**config.mk**
```make
export PLATFORM = sky130hd
export DESIGN_NAME = hsi2rgbw_fifo
export DESIGN_NICKNAME = d
export VERILOG_FILES = /design/src/hsi2rgbw_pkg.sv /design/src/hsi2rgbw_fifo.sv
export SDC_FILE = /design/constraint.sdc
export NUM_CORES = 1
export LEC_CHECK = 0
export ABC_AREA = 1
export BUFFER_PORTS_ARGS = -buffer_cell sky130_fd_sc_hd__buf_4
export CORE_MARGIN = 2
export CORE_UTILIZATION = 52
export CTS_CLUSTER_DIAMETER = 150
export CTS_CLUSTER_SIZE = 16
export DETAILED_ROUTE_END_ITERATION = 10
export PLACE_DENSITY = 0.74
export SETUP_SLACK_MARGIN = 0.05
export SYNTH_ARGS = -nofsm -noshare
export SYNTH_HDL_FRONTEND = slang
export SYNTH_SLANG_ARGS = --single-unit
```
**constraint.sdc**
```tcl
create_clock -name clk_i -period 3.3 [get_ports clk_i]
set_clock_uncertainty 0.2 [all_clocks]
set_input_delay 0.495 -clock clk_i [delete_from_list [all_inputs] [get_ports clk_i]]
set_output_delay 0.495 -clock clk_i [all_outputs]
set_load 0.05 [all_outputs]
```
**src/hsi2rgbw_pkg.sv**
```systemverilog
// Shared types, constants and the Q28 product helper for the ratio table of the HSI to RGB/RGBW
// converter. No dependencies; every other file of the block imports this package.
`default_nettype none
package hsi2rgbw_pkg;

  localparam int unsigned HUE_W         = 16;
  localparam int unsigned SAT_W         = 17;
  localparam int unsigned CHAN_W        = 8;
  localparam int unsigned FRACTION_BITS = 16;
  localparam logic [SAT_W-1:0] ONE      = SAT_W'(1) << FRACTION_BITS;

  localparam int unsigned RATIO_TABLE_ENTRIES = 1024;
  localparam int unsigned RATIO_W             = 17;
  localparam int unsigned FACTOR_W            = 18;
  localparam int unsigned QUEUE_DEPTH         = 4;

  localparam int unsigned CFG_ADDR_W = 3;
  localparam int unsigned CFG_DATA_W = 32;
  localparam logic        REG_IDX_OUTPUT_MODE = 1'b0;

  localparam int unsigned ANG_FRAC = 28;
  localparam longint      ANG_120  = 64'sd562209904;
  localparam longint      ANG_60   = 64'sd281104952;
  localparam longint      Q14_ONE  = 64'sd16384;
  localparam longint      Q28_ONE  = 64'sd1 << ANG_FRAC;

  typedef enum logic [1:0] {
    SECT_R = 2'd0,
    SECT_G = 2'd1,
    SECT_B = 2'd2
  } sector_e;

  typedef enum logic {
    MODE_RGB  = 1'b0,
    MODE_RGBW = 1'b1
  } mode_e;

  typedef struct packed {
    sector_e                    sector;
    logic signed [RATIO_W-1:0]  ratio;
    logic        [SAT_W-1:0]    sat;
    logic        [SAT_W-1:0]    inten;
  } item_t;

  function automatic longint qmul_q28(input longint a, input longint b);
    return (a * b) >>> ANG_FRAC;
  endfunction

endpackage
`default_nettype wire

```
**src/hsi2rgbw_fifo.sv**
```systemverilog
// Short queue between front and back end, built from flip-flops.
// Depends on hsi2rgbw_pkg for the entry type.
`default_nettype none
module hsi2rgbw_fifo #(
  parameter int unsigned DEPTH = hsi2rgbw_pkg::QUEUE_DEPTH
) (
  input  logic                clk_i,
  input  logic                rst_ni,
  input  logic                wr_valid_i,
  output logic                wr_ready_o,
  input  hsi2rgbw_pkg::item_t wr_item_i,
  output logic                rd_valid_o,
  input  logic                rd_ready_i,
  output hsi2rgbw_pkg::item_t rd_item_o
);
  import hsi2rgbw_pkg::*;

  localparam int unsigned PTR_W = (DEPTH > 1) ? $clog2(DEPTH) : 1;
  localparam int unsigned CNT_W = $clog2(DEPTH + 1);

  item_t             mem_q [DEPTH];
  logic [PTR_W-1:0]  wptr_q, wptr_d;
  logic [PTR_W-1:0]  rptr_q, rptr_d;
  logic [CNT_W-1:0]  count_q, count_d;
  logic              push;
  logic              pop;

  assign wr_ready_o = (count_q != CNT_W'(DEPTH));
  assign rd_valid_o = (count_q != '0);
  assign rd_item_o  = mem_q[rptr_q];
  assign push       = wr_valid_i && wr_ready_o;
  assign pop        = rd_valid_o && rd_ready_i;

  always_comb begin
    wptr_d  = wptr_q;
    rptr_d  = rptr_q;
    count_d = count_q;
    if (push) begin
      wptr_d = (wptr_q == PTR_W'(DEPTH - 1)) ? '0 : wptr_q + PTR_W'(1);
    end
    if (pop) begin
      rptr_d = (rptr_q == PTR_W'(DEPTH - 1)) ? '0 : rptr_q + PTR_W'(1);
    end
    if (push && !pop) begin
      count_d = count_q + CNT_W'(1);
    end else if (pop && !push) begin
      count_d = count_q - CNT_W'(1);
    end
  end

  always_ff @(posedge clk_i or negedge rst_ni) begin
    if (!rst_ni) begin
      wptr_q  <= '0;
      rptr_q  <= '0;
      count_q <= '0;
    end else begin
      wptr_q  <= wptr_d;
      rptr_q  <= rptr_d;
      count_q <= count_d;
    end
  end

  always_ff @(posedge clk_i) begin
    if (push) begin
      mem_q[wptr_q] <= wr_item_i;
    end
  end

endmodule
`default_nettype wire

```
======== After elaboration in Yosys (flattened, before gate mapping) ========
Memories as Yosys holds them, arrays and structs flattened.
Index checks and enable logic that the tools add are counted.
word-level totals
  logic and storage cells ................. 25
  flip-flop bits (word level) ............. 7
  memories kept ........................... 1
  output and inout bits ................... 55
  RAM bits ................................ 212
  bits of input ports ..................... 57
cells by class
  reduce and logical (&&, ||, !) cells .... 8
  add/subtract/negate cells ............... 4
  eq/ne operators ......................... 3
  mux-type cells .......................... 6
memory list
  name   words  width  rd ports  clocked after Yosys merged registers in  wr ports  line                 text
  mem_q  4      53     1         0                                        1         hsi2rgbw_fifo.sv:21  item_t mem_q [DEPTH];
operator list
  kind                   count
  $mux W3                2
  $add A2 B1 Y2 const B  2
  $eq A2 B2 Y1 const B   2
  $logic_and A1 B1 Y1    4
  $mux W2                2
  $add A3 B1 Y3 const B  1
  $ne A3 B3 Y1 const B   1
  $reduce_bool A3 Y1     1
  $sub A3 B1 Y3 const B  1
  $logic_not A1 Y1       2
  $mux W1                2
  $reduce_bool A2 Y1     1

======== Longest topological paths before layout ========
  depth in word-level cells ............... 6
  gate-level depth with buffers ........... 12
  depth with buffers taken out ............ 12

======== Least setup slack after synthesis ========
Ideal clock, no wire load.
  path type ............................... register to register
  start ................................... register count_q[0]
  end ..................................... memory mem_q[0][0] (netlist bit), enable pin
  buffers on the path ..................... 0
  period minus slack after synthesis ...... 4.109 ns
  stages on the path, launching flop included .. 5
  data required time ...................... 2.636 ns
  library setup time ...................... 0.464 ns
  setup slack ............................. -0.809 ns
  arrival ................................. 3.445 ns
  cell sequence ........................... dfrtp_1 inv_1 nand3_1 nand2_1 nor2_1
on the way
  cells in the longest elaborated chain, start to end .. 4
ends and longest elaborated chain
  item                           line                 text
  start, declared                hsi2rgbw_fifo.sv:24  logic [CNT_W-1:0] count_q, count_d;
  start signal, assigned         hsi2rgbw_fifo.sv:59  count_q <= count_d;
  $ne A3 B3 Y1                   hsi2rgbw_fifo.sv:28  assign wr_ready_o = (count_q != CNT_W'(DEPTH));
  named net wr_ready_o           hsi2rgbw_fifo.sv:10  output logic wr_ready_o,
  $logic_and A1 B1 Y1            hsi2rgbw_fifo.sv:31  assign push = wr_valid_i && wr_ready_o;
  $mux W1                        hsi2rgbw_fifo.sv:64  if (push) begin
  $mux W1 (implied by the code)  hsi2rgbw_fifo.sv:65  mem_q[wptr_q] <= wr_item_i;
  end, declared                  hsi2rgbw_fifo.sv:21
The timed path passes the listed nets, and every way through them passes these cells.

==> out/metrics.cfg <==
[run_status]
status = finished, final reports clean

[drt]
drc = 0
drt_iter0_markers = 282
drt-wirelength-per-cell_um = 16.9
dr.pass1.iters = 4
wl_um = 17300
vias_per_cell = 5.19
vias = 5290
ant_nets = 0

[floorplanning]
die_w_um = 137
initial_core_util_pct = 53.2
fp.dieH_um = 137
dieArea_um2 = 18800
core-area_um2 = 17300
rows = 48
io_pins = 112

[critical_path]
cp_data_required_time_ns = 2.60
worst_setup_path_end_kind = primary output
slowest_stage = buf_4
startpoint_type = flip-flop
worstPathArrival_ns = 2.23
cpMostUsedCell = buf_4
path_cells = buf_4, o211ai_2, nand2_1, buf_4
crit_buf_inv = 2
path_class = flip-flop to primary output
crit_family = buffers and inverters
cp-startpoint = rptr_q[1]$_DFFE_PN0P_
r2r-start = count_q[0]$_DFFE_PN0P_
path_max_fanout = 55
cpPeakStageDelay_ns = 0.77

[placement]
dpl.hpwl_um = 10500
portBuffers = 111
place_inst = 990
finalWeightedCongestion = 0.740

[cts]
cts.sinks = 219
cts-root-buf = clkbuf_16
cts_tree = done
ctsResizeCount = 0
clock_latency_ns = 0.47
htree_num_levels = 1
cts_made_buffers = 17
cts_buffer_depth = 3
clkTransAtPathRegs_ns = 0.07

[yosys]
syn-num-nets = 741
synth.yosys.seq_area_share_pct = 71.1
synthCells = 677
syn_area_um2 = 9200
ys.warnings.count = 0
ys_ff_latch = 219
synthDistinctLibCells = 17
avgSynthCellArea_um2 = 13.6

[global_routing]
grt_pass1_vias = 5457
overflow = 0
grt_max_degree = 68
grt_pass1_wl_um = 27200
antenna_found_initial = 1
track_usage_pct = 19.0

[cells_and_area]
syn_to_final_growth_pct = 16.7
nNetsFinal = 854
layout.cells.non_filler = 1020
fill_cells = 1326
drive_gt1_share_pct = 25.8

[power]
ir_worst_vdd_uv = 607
p_total_uw = 10900
p_leak_uw = 0.00427
cellPowerDensity_nw_per_um2 = 1010

[sta]
timing_hold_violations_final = 0
fmax_mhz = 342
report.final.setup_viol = 0
finalCriticalPeriod_ns = 2.93
drv_slew = 0
rsz0062_at_grt = no
worst_pin_slew_ns = 1.02
maxSlewHeadroom_pct = 32.0
min_period_over_period_pct = 88.7

[worst_hold_path]
holdCritStartpoint = wr_item_i[22]
holdCritPathClass = input pin to flip-flop

[flow_run]
maxCapViolCount = 0

-- through the flow --
stage	area (um2)	hold WS [ns]	utilization (%)	worst slack, ns	TNS (ns)
2_1_floorplan	9200	-0.000591	-	-0.809	-171.58
3_3_place_gp	10200	0.112	59.1	0.883	0
3_5_place_dp	10200	0.114	59.1	0.851	0
4_1_cts	10700	0.00101	61.9	0.348	0
5_1_grt	10700	0.00142	62.1	0.250	0
6_report	10700	0.0156	62.1	0.373	0
-- Yosys cell counts (all sizes together) --
master,instances,area [um2]
buf,35,304
ha,6,75.1
nand2,174,653
fa,1,20.0
edfxtp,212,6370
xnor2,1,8.76
o21ai,1,5.00
dfrtp,7,175
nand3,7,35.0
o211ai,106,1080
inv,119,447
nand4,1,6.26
nor2,6,22.5
clkinv,1,5.00
-- cell families (layout without fill, tap and decap cells) --
logic type               Yosys count  count (layout)  synth area share [%]
flip-flops                       219             219                  71.1
AND/OR/NAND/NOR                  188             188                  7.79
AO/OA/AOI/OAI                    107             107                  11.8
buffers and inverters            155             272                  8.21
XOR/XNOR                           1               1                0.0952
adder cells (fa/ha/maj)            7               7                  1.03
other                              0               1                     0
-- layout make-up --
cell class	count	area [um2]	area share, %
Sequential cell	219	6550	61.0
Multi-Input combinational cell	303	1940	18.0
Timing Repair Buffer	129	1070	9.97
Inverter	120	452	4.20
Clock buffer	22	444	4.13
Tap cell	225	282	2.62
Clock inverter	1	7.51	0.0699
Antenna cell	1	2.50	0.0233
-- what timing repair did --
item / CTS / global route
setup buffers: 0 / 0
hold buffers: 3 / 3
hold endpoints to repair: 15 / 9
-- worst reg2reg max path, cell delays in order, from the launching register on --
cell     delay, ns
dfrtp_1       0.43
inv_1         0.09
nand3_1       0.15
nand2_1       0.40
inv_1         0.11
ha_1          0.23
inv_1         0.10
fa_1          0.42
nand2_1       0.07
o21ai_0       0.07
-- state kept, by name, summed over array words and instances (netlist names) --
name     count
wptr_q       2
mem_q      212
count_q      3
rptr_q       2
-- cells in the final DEF (no fill, tap or decap), types with 2 or more instances in the layout --
master,netlist,final
ha_1,6,6
o211ai_1,49,49
buf_12,0,7
nand2_1,174,174
clkbuf_1,0,5
nor2_1,6,2
buf_4,0,116
dlygate4sd3_1,0,6
dfrtp_1,7,5
o211ai_2,57,57
inv_1,119,119
nor2_4,0,4
nand3_1,7,7
clkbuf_16,0,17
dfrtp_4,0,2
edfxtp_1,212,212
-- power breakdown --
group          switching (uW)  internal (uW)  total [uW]
registers                 264           3660        3920
logic                    3640           1490        5130
clock network             862            940        1800
total                    4760           6090       10900
-- layer usage --
layer / vias to the layer above / GRT usage (%) / wire length (um)
met5: - / 0 / 0
met4: 0 / 6.13 / 412
met3: 33 / 4.52 / 1070
met2: 122 / 33.4 / 8900
met1: 2576 / 23.1 / 6890
li1: 2559 / - / -
-- worst paths after layout --
path	endpoint	slack, ns	cells after the start
setup reg to reg	count_q[1]$_DFFE_PN0P_	0.91	9
min in group asynchronous	rptr_q[0]$_DFFE_PN0P_	0.17	2
setup / recovery	rd_item_o[6]	0.37	4
max in group asynchronous	rptr_q[1]$_DFFE_PN0P_	2.58	2
hold reg to reg	count_q[2]$_DFFE_PN0P_	0.34	2
hold / removal	mem_q[0][22]$_DFFE_PP_	0.02	1
(Power assumes the default switching activity.)
