## config.mk

```make
export PLATFORM = sky130hd
export DESIGN_NAME = hsi2rgbw_back_flat
export DESIGN_NICKNAME = d
export VERILOG_FILES = /design/src/hsi2rgbw_pkg.sv /design/src/hsi2rgbw_out_if.sv /design/src/hsi2rgbw_back.sv /design/src/flat_wrapper.sv
export SDC_FILE = /design/constraint.sdc
export NUM_CORES = 2
export LEC_CHECK = 0
export BUFFER_PORTS_ARGS = -buffer_cell sky130_fd_sc_hd__buf_4
export CAP_MARGIN = 20
export CORE_ASPECT_RATIO = 1.25
export CORE_MARGIN = 3
export CORE_UTILIZATION = 53
export DETAILED_ROUTE_END_ITERATION = 16
export PLACE_DENSITY = 0.69
export SYNTH_ARGS = -nofsm -noshare
export SYNTH_HDL_FRONTEND = slang
export SYNTH_SLANG_ARGS = --single-unit
export TNS_END_PERCENT = 10
```

## constraint.sdc

```tcl
create_clock -name clk_i -period 13.5 [get_ports clk_i]
set_clock_uncertainty 0.15 [all_clocks]
set_input_delay 0.675 -clock clk_i [delete_from_list [all_inputs] [get_ports clk_i]]
set_output_delay 0.675 -clock clk_i [all_outputs]
set_load 0.01 [all_outputs]
```

## src/hsi2rgbw_pkg.sv

```systemverilog
// Shared types, constants and the Q28 product helper for the ratio table of the HSI to RGB/RGBW
// converter. No dependencies; every other file of the block imports this package.
`default_nettype none
package hsi2rgbw_pkg;

  localparam int unsigned HUE_W         = 16;
  localparam int unsigned SAT_W         = 17;
  localparam int unsigned CHAN_W        = 8;
  localparam int unsigned FRACTION_BITS = 16;
  localparam logic [SAT_W-1:0] ONE      = SAT_W'(1) << FRACTION_BITS;

  localparam int unsigned RATIO_TABLE_ENTRIES = 1024;
  localparam int unsigned RATIO_W             = 17;
  localparam int unsigned FACTOR_W            = 18;
  localparam int unsigned QUEUE_DEPTH         = 4;

  localparam int unsigned CFG_ADDR_W = 3;
  localparam int unsigned CFG_DATA_W = 32;
  localparam logic        REG_IDX_OUTPUT_MODE = 1'b0;

  localparam int unsigned ANG_FRAC = 28;
  localparam longint      ANG_120  = 64'sd562209904;
  localparam longint      ANG_60   = 64'sd281104952;
  localparam longint      Q14_ONE  = 64'sd16384;
  localparam longint      Q28_ONE  = 64'sd1 << ANG_FRAC;

  typedef enum logic [1:0] {
    SECT_R = 2'd0,
    SECT_G = 2'd1,
    SECT_B = 2'd2
  } sector_e;

  typedef enum logic {
    MODE_RGB  = 1'b0,
    MODE_RGBW = 1'b1
  } mode_e;

  typedef struct packed {
    sector_e                    sector;
    logic signed [RATIO_W-1:0]  ratio;
    logic        [SAT_W-1:0]    sat;
    logic        [SAT_W-1:0]    inten;
  } item_t;

  function automatic longint qmul_q28(input longint a, input longint b);
    return (a * b) >>> ANG_FRAC;
  endfunction

endpackage
`default_nettype wire

```

## src/hsi2rgbw_out_if.sv

```systemverilog
// LED channel output: valid/ready handshake with red, green, blue and white bytes.
// Depends on hsi2rgbw_pkg for the field widths.
`default_nettype none
interface hsi2rgbw_out_if;
  import hsi2rgbw_pkg::*;

  logic              valid;
  logic              ready;
  logic [CHAN_W-1:0] red;
  logic [CHAN_W-1:0] green;
  logic [CHAN_W-1:0] blue;
  logic [CHAN_W-1:0] white;

  modport source (output valid, red, green, blue, white, input ready);
  modport sink   (input valid, red, green, blue, white, output ready);
endinterface
`default_nettype wire

```

## src/hsi2rgbw_back.sv

```systemverilog
// Back end: sector factors, intensity products, byte scaling and channel routing.
// Depends on hsi2rgbw_pkg and hsi2rgbw_out_if.
`default_nettype none
module hsi2rgbw_back (
  input  logic                clk_i,
  input  logic                rst_ni,
  input  hsi2rgbw_pkg::mode_e mode_i,
  input  logic                item_valid_i,
  output logic                item_ready_o,
  input  hsi2rgbw_pkg::item_t item_i,
  hsi2rgbw_out_if.source      out_o
);
  import hsi2rgbw_pkg::*;

  localparam int unsigned MUL_W = 36;
  localparam int unsigned PA_W  = SAT_W + FACTOR_W;
  localparam int unsigned PR_W  = SAT_W + SAT_W;
  localparam int unsigned SC_W  = PA_W + 8;

  function automatic logic [CHAN_W-1:0] chan3(input logic [PA_W-1:0] p);
    logic [SC_W-1:0] t;
    logic [10:0]     v;
    logic [21:0]     m;
    logic [10:0]     d;
    t = {p, 8'b0} - SC_W'(p);
    v = t[SC_W-1:32];
    m = 22'(v) * 22'(683);
    d = m[21:11];
    return (d > 11'd255) ? CHAN_W'(255) : d[CHAN_W-1:0];
  endfunction

  function automatic logic [CHAN_W-1:0] chanw(input logic [PR_W-1:0] p);
    logic [PR_W+7:0] t;
    logic [PR_W-25:0] v;
    t = {p, 8'b0} - (PR_W + 8)'(p);
    v = t[PR_W+7:32];
    return (v > (PR_W - 24)'(255)) ? CHAN_W'(255) : v[CHAN_W-1:0];
  endfunction

  logic                b1_valid_q;
  sector_e             b1_sector_q;
  mode_e               b1_mode_q;
  logic [FACTOR_W-1:0] b1_fa_q;
  logic [FACTOR_W-1:0] b1_fb_q;
  logic [SAT_W-1:0]    b1_rest_q;
  logic [SAT_W-1:0]    b1_int_q;

  logic                b2_valid_q;
  sector_e             b2_sector_q;
  mode_e               b2_mode_q;
  logic [PA_W-1:0]     b2_pa_q;
  logic [PA_W-1:0]     b2_pb_q;
  logic [PR_W-1:0]     b2_pr_q;

  logic                o_valid_q;
  logic [CHAN_W-1:0]   red_q, green_q, blue_q, white_q;
  logic [CHAN_W-1:0]   red_d, green_d, blue_d, white_d;

  logic                b1_adv, b2_adv, o_adv;
  logic signed [FACTOR_W-1:0] a_mul, b_mul;
  logic signed [FACTOR_W-1:0] s_sgn;
  logic signed [MUL_W-1:0]    base;
  logic signed [MUL_W-1:0]    fa, fb;
  logic [FACTOR_W-1:0]        fa_f, fb_f;
  logic [CHAN_W-1:0]          lead, trail, rest_c;

  assign o_adv        = !o_valid_q || out_o.ready;
  assign b2_adv       = !b2_valid_q || o_adv;
  assign b1_adv       = !b1_valid_q || b2_adv;
  assign item_ready_o = b1_adv;

  always_comb begin
    s_sgn = signed'(FACTOR_W'(item_i.sat));
    if (mode_i == MODE_RGBW) begin
      a_mul = FACTOR_W'(item_i.ratio) + FACTOR_W'(Q14_ONE);
      b_mul = FACTOR_W'(2 * Q14_ONE) - FACTOR_W'(item_i.ratio);
      base  = '0;
    end else begin
      a_mul = FACTOR_W'(item_i.ratio);
      b_mul = FACTOR_W'(Q14_ONE) - FACTOR_W'(item_i.ratio);
      base  = MUL_W'(ONE) <<< 14;
    end
    fa   = base + MUL_W'(s_sgn) * MUL_W'(a_mul);
    fb   = base + MUL_W'(s_sgn) * MUL_W'(b_mul);
    fa_f = fa[MUL_W-1] ? '0 : fa[FACTOR_W+13:14];
    fb_f = fb[MUL_W-1] ? '0 : fb[FACTOR_W+13:14];
  end

  always_comb begin
    lead  = chan3(b2_pa_q);
    trail = chan3(b2_pb_q);
    if (b2_mode_q == MODE_RGBW) begin
      rest_c  = '0;
      white_d = chanw(b2_pr_q);
    end else begin
      rest_c  = chan3(PA_W'(b2_pr_q));
      white_d = '0;
    end
    case (b2_sector_q)
      SECT_R: begin
        red_d = lead;   green_d = trail;  blue_d = rest_c;
      end
      SECT_G: begin
        red_d = rest_c; green_d = lead;   blue_d = trail;
      end
      SECT_B: begin
        red_d = trail;  green_d = rest_c; blue_d = lead;
      end
      default: begin
        red_d = '0;     green_d = '0;     blue_d = '0;
      end
    endcase
  end

  always_ff @(posedge clk_i or negedge rst_ni) begin
    if (!rst_ni) begin
      b1_valid_q <= 1'b0;
      b2_valid_q <= 1'b0;
      o_valid_q  <= 1'b0;
    end else begin
      if (b1_adv) begin
        b1_valid_q <= item_valid_i;
      end
      if (b2_adv) begin
        b2_valid_q <= b1_valid_q;
      end
      if (o_adv) begin
        o_valid_q <= b2_valid_q;
      end
    end
  end

  always_ff @(posedge clk_i) begin
    if (b1_adv && item_valid_i) begin
      b1_sector_q <= item_i.sector;
      b1_mode_q   <= mode_i;
      b1_fa_q     <= fa_f;
      b1_fb_q     <= fb_f;
      b1_rest_q   <= ONE - item_i.sat;
      b1_int_q    <= item_i.inten;
    end
    if (b2_adv && b1_valid_q) begin
      b2_sector_q <= b1_sector_q;
      b2_mode_q   <= b1_mode_q;
      b2_pa_q     <= PA_W'(b1_int_q) * PA_W'(b1_fa_q);
      b2_pb_q     <= PA_W'(b1_int_q) * PA_W'(b1_fb_q);
      b2_pr_q     <= PR_W'(b1_int_q) * PR_W'(b1_rest_q);
    end
    if (o_adv && b2_valid_q) begin
      red_q   <= red_d;
      green_q <= green_d;
      blue_q  <= blue_d;
      white_q <= white_d;
    end
  end

  assign out_o.valid = o_valid_q;
  assign out_o.red   = red_q;
  assign out_o.green = green_q;
  assign out_o.blue  = blue_q;
  assign out_o.white = white_q;

endmodule
`default_nettype wire

```

## src/flat_wrapper.sv

```systemverilog
// flat-port wrapper written by rule: the top's interface ports become plain ports
module hsi2rgbw_back_flat import hsi2rgbw_pkg::*;
  (clk_i, rst_ni, mode_i, item_valid_i, item_ready_o, item_i, out_o_valid, out_o_red, out_o_green, out_o_blue, out_o_white, out_o_ready);
  hsi2rgbw_out_if out_o_i ();
  input  logic clk_i;
  input  logic rst_ni;
  input  hsi2rgbw_pkg::mode_e mode_i;
  input  logic item_valid_i;
  output logic item_ready_o;
  input  hsi2rgbw_pkg::item_t item_i;
  output wire logic [$bits(out_o_i.valid)-1:0] out_o_valid;
  output wire logic [$bits(out_o_i.red)-1:0] out_o_red;
  output wire logic [$bits(out_o_i.green)-1:0] out_o_green;
  output wire logic [$bits(out_o_i.blue)-1:0] out_o_blue;
  output wire logic [$bits(out_o_i.white)-1:0] out_o_white;
  input wire logic [$bits(out_o_i.ready)-1:0] out_o_ready;
  assign out_o_valid = out_o_i.valid;
  assign out_o_red = out_o_i.red;
  assign out_o_green = out_o_i.green;
  assign out_o_blue = out_o_i.blue;
  assign out_o_white = out_o_i.white;
  assign out_o_i.ready = out_o_ready;
  hsi2rgbw_back u_core (.clk_i(clk_i), .rst_ni(rst_ni), .mode_i(mode_i), .item_valid_i(item_valid_i), .item_ready_o(item_ready_o), .item_i(item_i), .out_o(out_o_i));
endmodule
```

Word level (Yosys, flattened, before mapping):

Index checks and enable logic that the tools add are counted.

* $lt $le $gt $ge: 4
* equal/unequal tests: 2
* add/sub/neg operators: 10
* muxes and demuxes: 11
* reduce and logical (&&, ||, !) cells: 10
* multipliers: 8

Operators by type and width (number)
* $sub 43x35->43: 2
* $add 32x36->36: 2
* $mul 18x18->36: 2
* $pmux 8 s3: 3
* $mul 17x18->35: 2
* $mul 11x10->21 const B: 3
* $sub 42x34->43: 1
* $sub 42x34->42: 1
* $gt 10x8->1 const B: 4
* $mux 8: 5
* $mux 18: 2
* $mul 17x17->34: 1
* $mux 31: 1
* $add 17x16->18 const B: 1
* $sub 16x17->18 const A: 1
* $sub 17x17->18 const A: 1
* $sub 17x17->17 const A: 1
* $logic_and 1x1->1: 3
* $logic_not 1->1: 3
* $logic_or 1x1->1: 3
* $eq 2x1->1 const B: 1
* $eq 2x2->1 const B: 1
* $logic_not 2->1: 1

* input port bits: 58
* word-level logic and storage cells: 63
* bits in registers: 215

Longest topological paths before layout:

* depth in word-level cells: 6
* mapped depth: 38

Worst setup path before layout:

Ideal clock, no wire load.

* path type: input-to-reg
* start point: input port item_i[37] in the netlist's numbering
* end point: register u_core.b1_fb_q[0] (data pin)
* arrival time: 8.741 ns
* setup slack: 4.353 ns
* required time: 13.093 ns
* buffers on the path: 3
* cell stages on the path: 34
* cells stage by stage: clkbuf_1 -> or4_1 -> or3_1 -> nor4_1 -> nand2_1 -> xor2_1 -> clkbuf_1 -> nand2_1 -> fa_1 -> inv_1 -> fa_1 -> inv_1 -> fa_1 -> inv_1 -> fa_1 -> inv_1 -> fa_1 -> inv_1 -> fa_1 -> ha_1 -> a21o_1 -> a21oi_1 -> o21ai_0 -> or4_1 -> nor2_1 -> nor3_1 -> nor3_1 -> nor2_1 -> a211o_1 -> a41oi_1 -> o21bai_1 -> xnor2_2 -> buf_2 -> nor2_1

* cells in the longest elaborated chain, start to end: 4

Ends and longest elaborated chain
* from (decl): line flat_wrapper.sv:10 `input hsi2rgbw_pkg::item_t item_i;`
* $sub 16x17->18 / $sub 17x17->18 (equally long branches): line hsi2rgbw_back.sv:80, hsi2rgbw_back.sv:76
* $mux 18 *: line hsi2rgbw_back.sv:74 `if (mode_i == MODE_RGBW) begin`
* $mul 18x18->36 *: line hsi2rgbw_back.sv:84 `fb = base + MUL_W'(s_sgn) * MUL_W'(b_mul);`
* $add 32x36->36 *: line hsi2rgbw_back.sv:84
* to (signal assigned): line hsi2rgbw_back.sv:138 `b1_fb_q <= fb_f;`
* to (decl): line hsi2rgbw_back.sv:44 `logic [FACTOR_W-1:0] b1_fb_q;`

Mark *: on every way between the ends. The rest lies on a longest branch, timed or not.
A chain may end at the register's enable or synchronous reset.

Worst setup path after layout:

* start point: input port item_i[35] in the netlist's numbering
* end point: register u_core.b1_fb_q[3] (data pin)

The elaborated chain is that of the path after synthesis.

==> flow_metrics.py <==
metrics = {
    "clocking": {
        "cts_made_buffers": 30,
        "cts_sinks": 215,
        "cts_buffer_depth": 3,
        "clk_latency_ns": 0.62,
        "h-tree-depth": 1,
        "cts_root_buf": "clkbuf_16",
        "cts_tree": "built",
        "post_cts_buffers": 0,
        "path_clk_slew_ns": 0.07,
    },
    "outcome": {
        "status": "complete, no violations",
    },
    "worst_setup_path": {
        "r2r-start": "u_core.b2_pr_q[15]",
        "crit_arrival_ns": 10.12,
        "crit_slowest_cell": "or4_1",
        "r2r_cells": 36,
        "endpoint_kind": "flop",
        "max_stage_delay_ns": 0.72,
        "crit_required_ns": 13.68,
        "r2r_setup_slack_ns": 4.34,
        "start_kind": "input port",
        "critPathMaxFanout": 19,
        "worstSetupPathType": "input port to flop",
        "rr_endpoint": "u_core.out_o.red[4]",
        "crit_top_cell": "fa_1",
    },
    "final_layout": {
        "finalNetCount": 9264,
        "multi_input_area_um2": 51900,
        "seq_area_um2": 6440,
        "fillers": 11000,
        "antenna_cells": 0,
        "final_layout_size_suffix_gt1_share_pct": 3.69,
        "fin_util_pct": 56.1,
        "area_delta_synth_final_pct": 4.38,
    },
    "synthesis": {
        "ys_seq_area_share_pct": 9.79,
        "syn_avg_cell_area_um2": 9.08,
        "synthFlopType": "edfxtp_1",
        "syn-cell-area_um2": 65800,
        "async_reset_ff_share_pct": 1.40,
        "ys_top_cells_by_area": "fa_1, ha_1, edfxtp_1",
        "ys_warn_count": 0,
        "ys_ff_latch": 215,
        "ys_types": 89,
        "synth_top_area_share_pct": 38.3,
        "yosys.area.top_type": "fa_1",
        "synthesis.nets": 9405,
        "yosys-top-cells-count": "inv_1, fa_1, nand2_1, ha_1, and2_1",
        "synth_edf_count": 212,
        "syn_inst": 7240,
        "yosysMostFrequentCell": "inv_1",
    },
    "die": {
        "fp.dieArea_um2": 128000,
        "die_w_um": 321,
        "core_area_um2": 122000,
        "fp-row-count": 143,
        "die_h_um": 400,
        "start_util_pct": 53.7,
        "io_pins": 92,
    },
    "drt": {
        "drc": 0,
        "drt_pass1_iterations": 6,
        "avgViaCountPerCell": 5.51,
        "totalWireLength_mm": 156,
        "ant_nets": 0,
        "wire_per_inst_um": 17.9,
        "drtIter0Drc": 2525,
        "num_vias": 48000,
    },
    "sta": {
        "drv_slew": 0,
        "post-route-period-util_pct": 73.6,
        "grt_setup_unrepaired": "false",
        "final_hold_viol_count": 0,
        "setup_viol": 0,
        "fmax_mhz": 101,
        "min_period_ns": 9.94,
        "slew_headroom_pct": 29.1,
        "setup_tns_ns": 0,
        "tightest_slew_ns": 1.06,
    },
    "min_path": {
        "hp-class": "input port to flop",
        "min_to": "u_core.b1_int_q[5]",
        "hold_depth": 1,
        "hold_start": "item_i[5]",
    },
    "global_route": {
        "overflow": 0,
        "grt_max_degree": 56,
        "antenna_found_initial": 0,
        "grt_pass1_vias": 52200,
        "track_usage_pct": 25.1,
        "grt_pass1_wl_mm": 260,
    },
    "place": {
        "hpwlAfterDp_mm": 122,
        "place_congestion": 0.907,
        "portBuffers": 91,
    },
    "job": {
        "drv_cap": 0,
    },
}
[worst max-delay path by stage]
| stage | start | endpoint | slack [ns] | depth (start not counted) |
|---|---|---|---|---|
| 6_report | item_i[35] | u_core.b1_fb_q[3] | 3.56 | 32 |
| 5_1_grt | item_i[35] | u_core.b1_fb_q[3] | 2.87 | 32 |
| 4_1_cts | item_i[35] | u_core.b1_fb_q[3] | 3.54 | 32 |
| 3_5_place_dp | item_i[35] | u_core.b1_fb_q[3] | 2.88 | 32 |
| 3_3_place_gp | item_i[35] | u_core.b1_fb_q[14] | 3.05 | 32 |
| 2_1_floorplan | item_i[37] | u_core.b1_fb_q[0] | 4.35 | 34 |
[layout by cell type, fill, tap and decap left out, types with 55 or more instances in the layout]
cell,synthesis,layout
a21o_1,64,64
a21oi_1,173,173
and2_1,544,542
buf_4,2,131
edfxtp_1,212,212
fa_1,1259,1259
ha_1,848,848
inv_1,1671,1671
nand2_1,1028,1028
nand3_1,57,57
nor2_1,192,192
nor3_1,55,55
o21ai_0,112,111
xnor2_1,141,140
[metal layers]
metal	up-vias	wire length, um	GRT usage [%]
li1	21800	-	-
met2	1452	80200	45.9
met3	286	8680	2.47
met4	0	4500	7.40
met5	-	0	0
met1	24500	62400	31.4
[sequential cells by signal (all words and copies together) (netlist names)]
name and count:
u_core.b1_sector_q 2, u_core.b2_valid_q 1, u_core.out_o.white 8, u_core.b2_pb_q 35
u_core.b1_fa_q 18, u_core.b2_mode_q 1, u_core.b1_fb_q 18, u_core.b1_rest_q 17
u_core.out_o.valid 1, u_core.out_o.blue 8, u_core.b1_int_q 17, u_core.out_o.green 8
u_core.b2_pa_q 35, u_core.b1_mode_q 1, u_core.b2_pr_q 34, u_core.out_o.red 8
u_core.b1_valid_q 1, u_core.b2_sector_q 2
[per-stage QoR]
step | cell area, um2 | cells | hold slack (ns) | setup slack (ns)
detailed placement | 67600 | 8658 | 0.264 | 2.88
global route | 68700 | 8718 | 0.0507 | 2.87
global placement | 67600 | 8658 | 0.268 | 3.05
finish | 68700 | 8718 | 0.0758 | 3.56
CTS | 68600 | 8715 | 0.0321 | 3.54
floorplan | 65800 | 7240 | 0.229 | 4.35
[cell families (layout without fill, tap and decap cells)]
family	count (synthesis)	after routing	share of synthesized area, %
compound gates	609	609	6.21
xor+xnor	191	191	2.61
fa+ha+maj	2107	2107	54.5
buf+inv	1978	1861	11.3
flops	215	215	9.79
mux	5	5	0.0761
simple gates	2135	2135	15.5
[timing repair]
| action | 4_1_cts | 5_1_grt |
|---|---|---|
| gates resized for setup | 0 | 0 |
| endpoints found under the hold margin | 3 | 0 |
| endpoints found under the setup margin | 0 | 0 |
| hold buffers | 1 | 0 |
[worst max-delay path, delay by kind of cell]
| family | cells | cell delay (ns) |
|---|---|---|
| and+or+nand+nor | 12 | 3.75 |
| adders and majority gates | 7 | 3.25 |
| xor gates and xnor gates | 2 | 0.79 |
| buffers and inverters | 5 | 0.55 |
| AOI/OAI and AO/OA | 6 | 1.09 |
[final cells by class]
class | count | share of cell area (%)
clock buffer | 32 | 1.14
clock inverter | 24 | 0.372
inverter | 1672 | 9.14
multi-input combinational | 5047 | 75.6
sequential | 215 | 9.38
tap | 1595 | 2.91
timing repair buffer | 133 | 1.45
Power is not shown: default switching activity piles up to over one toggle a cycle in this logic, so the estimate is an artifact.
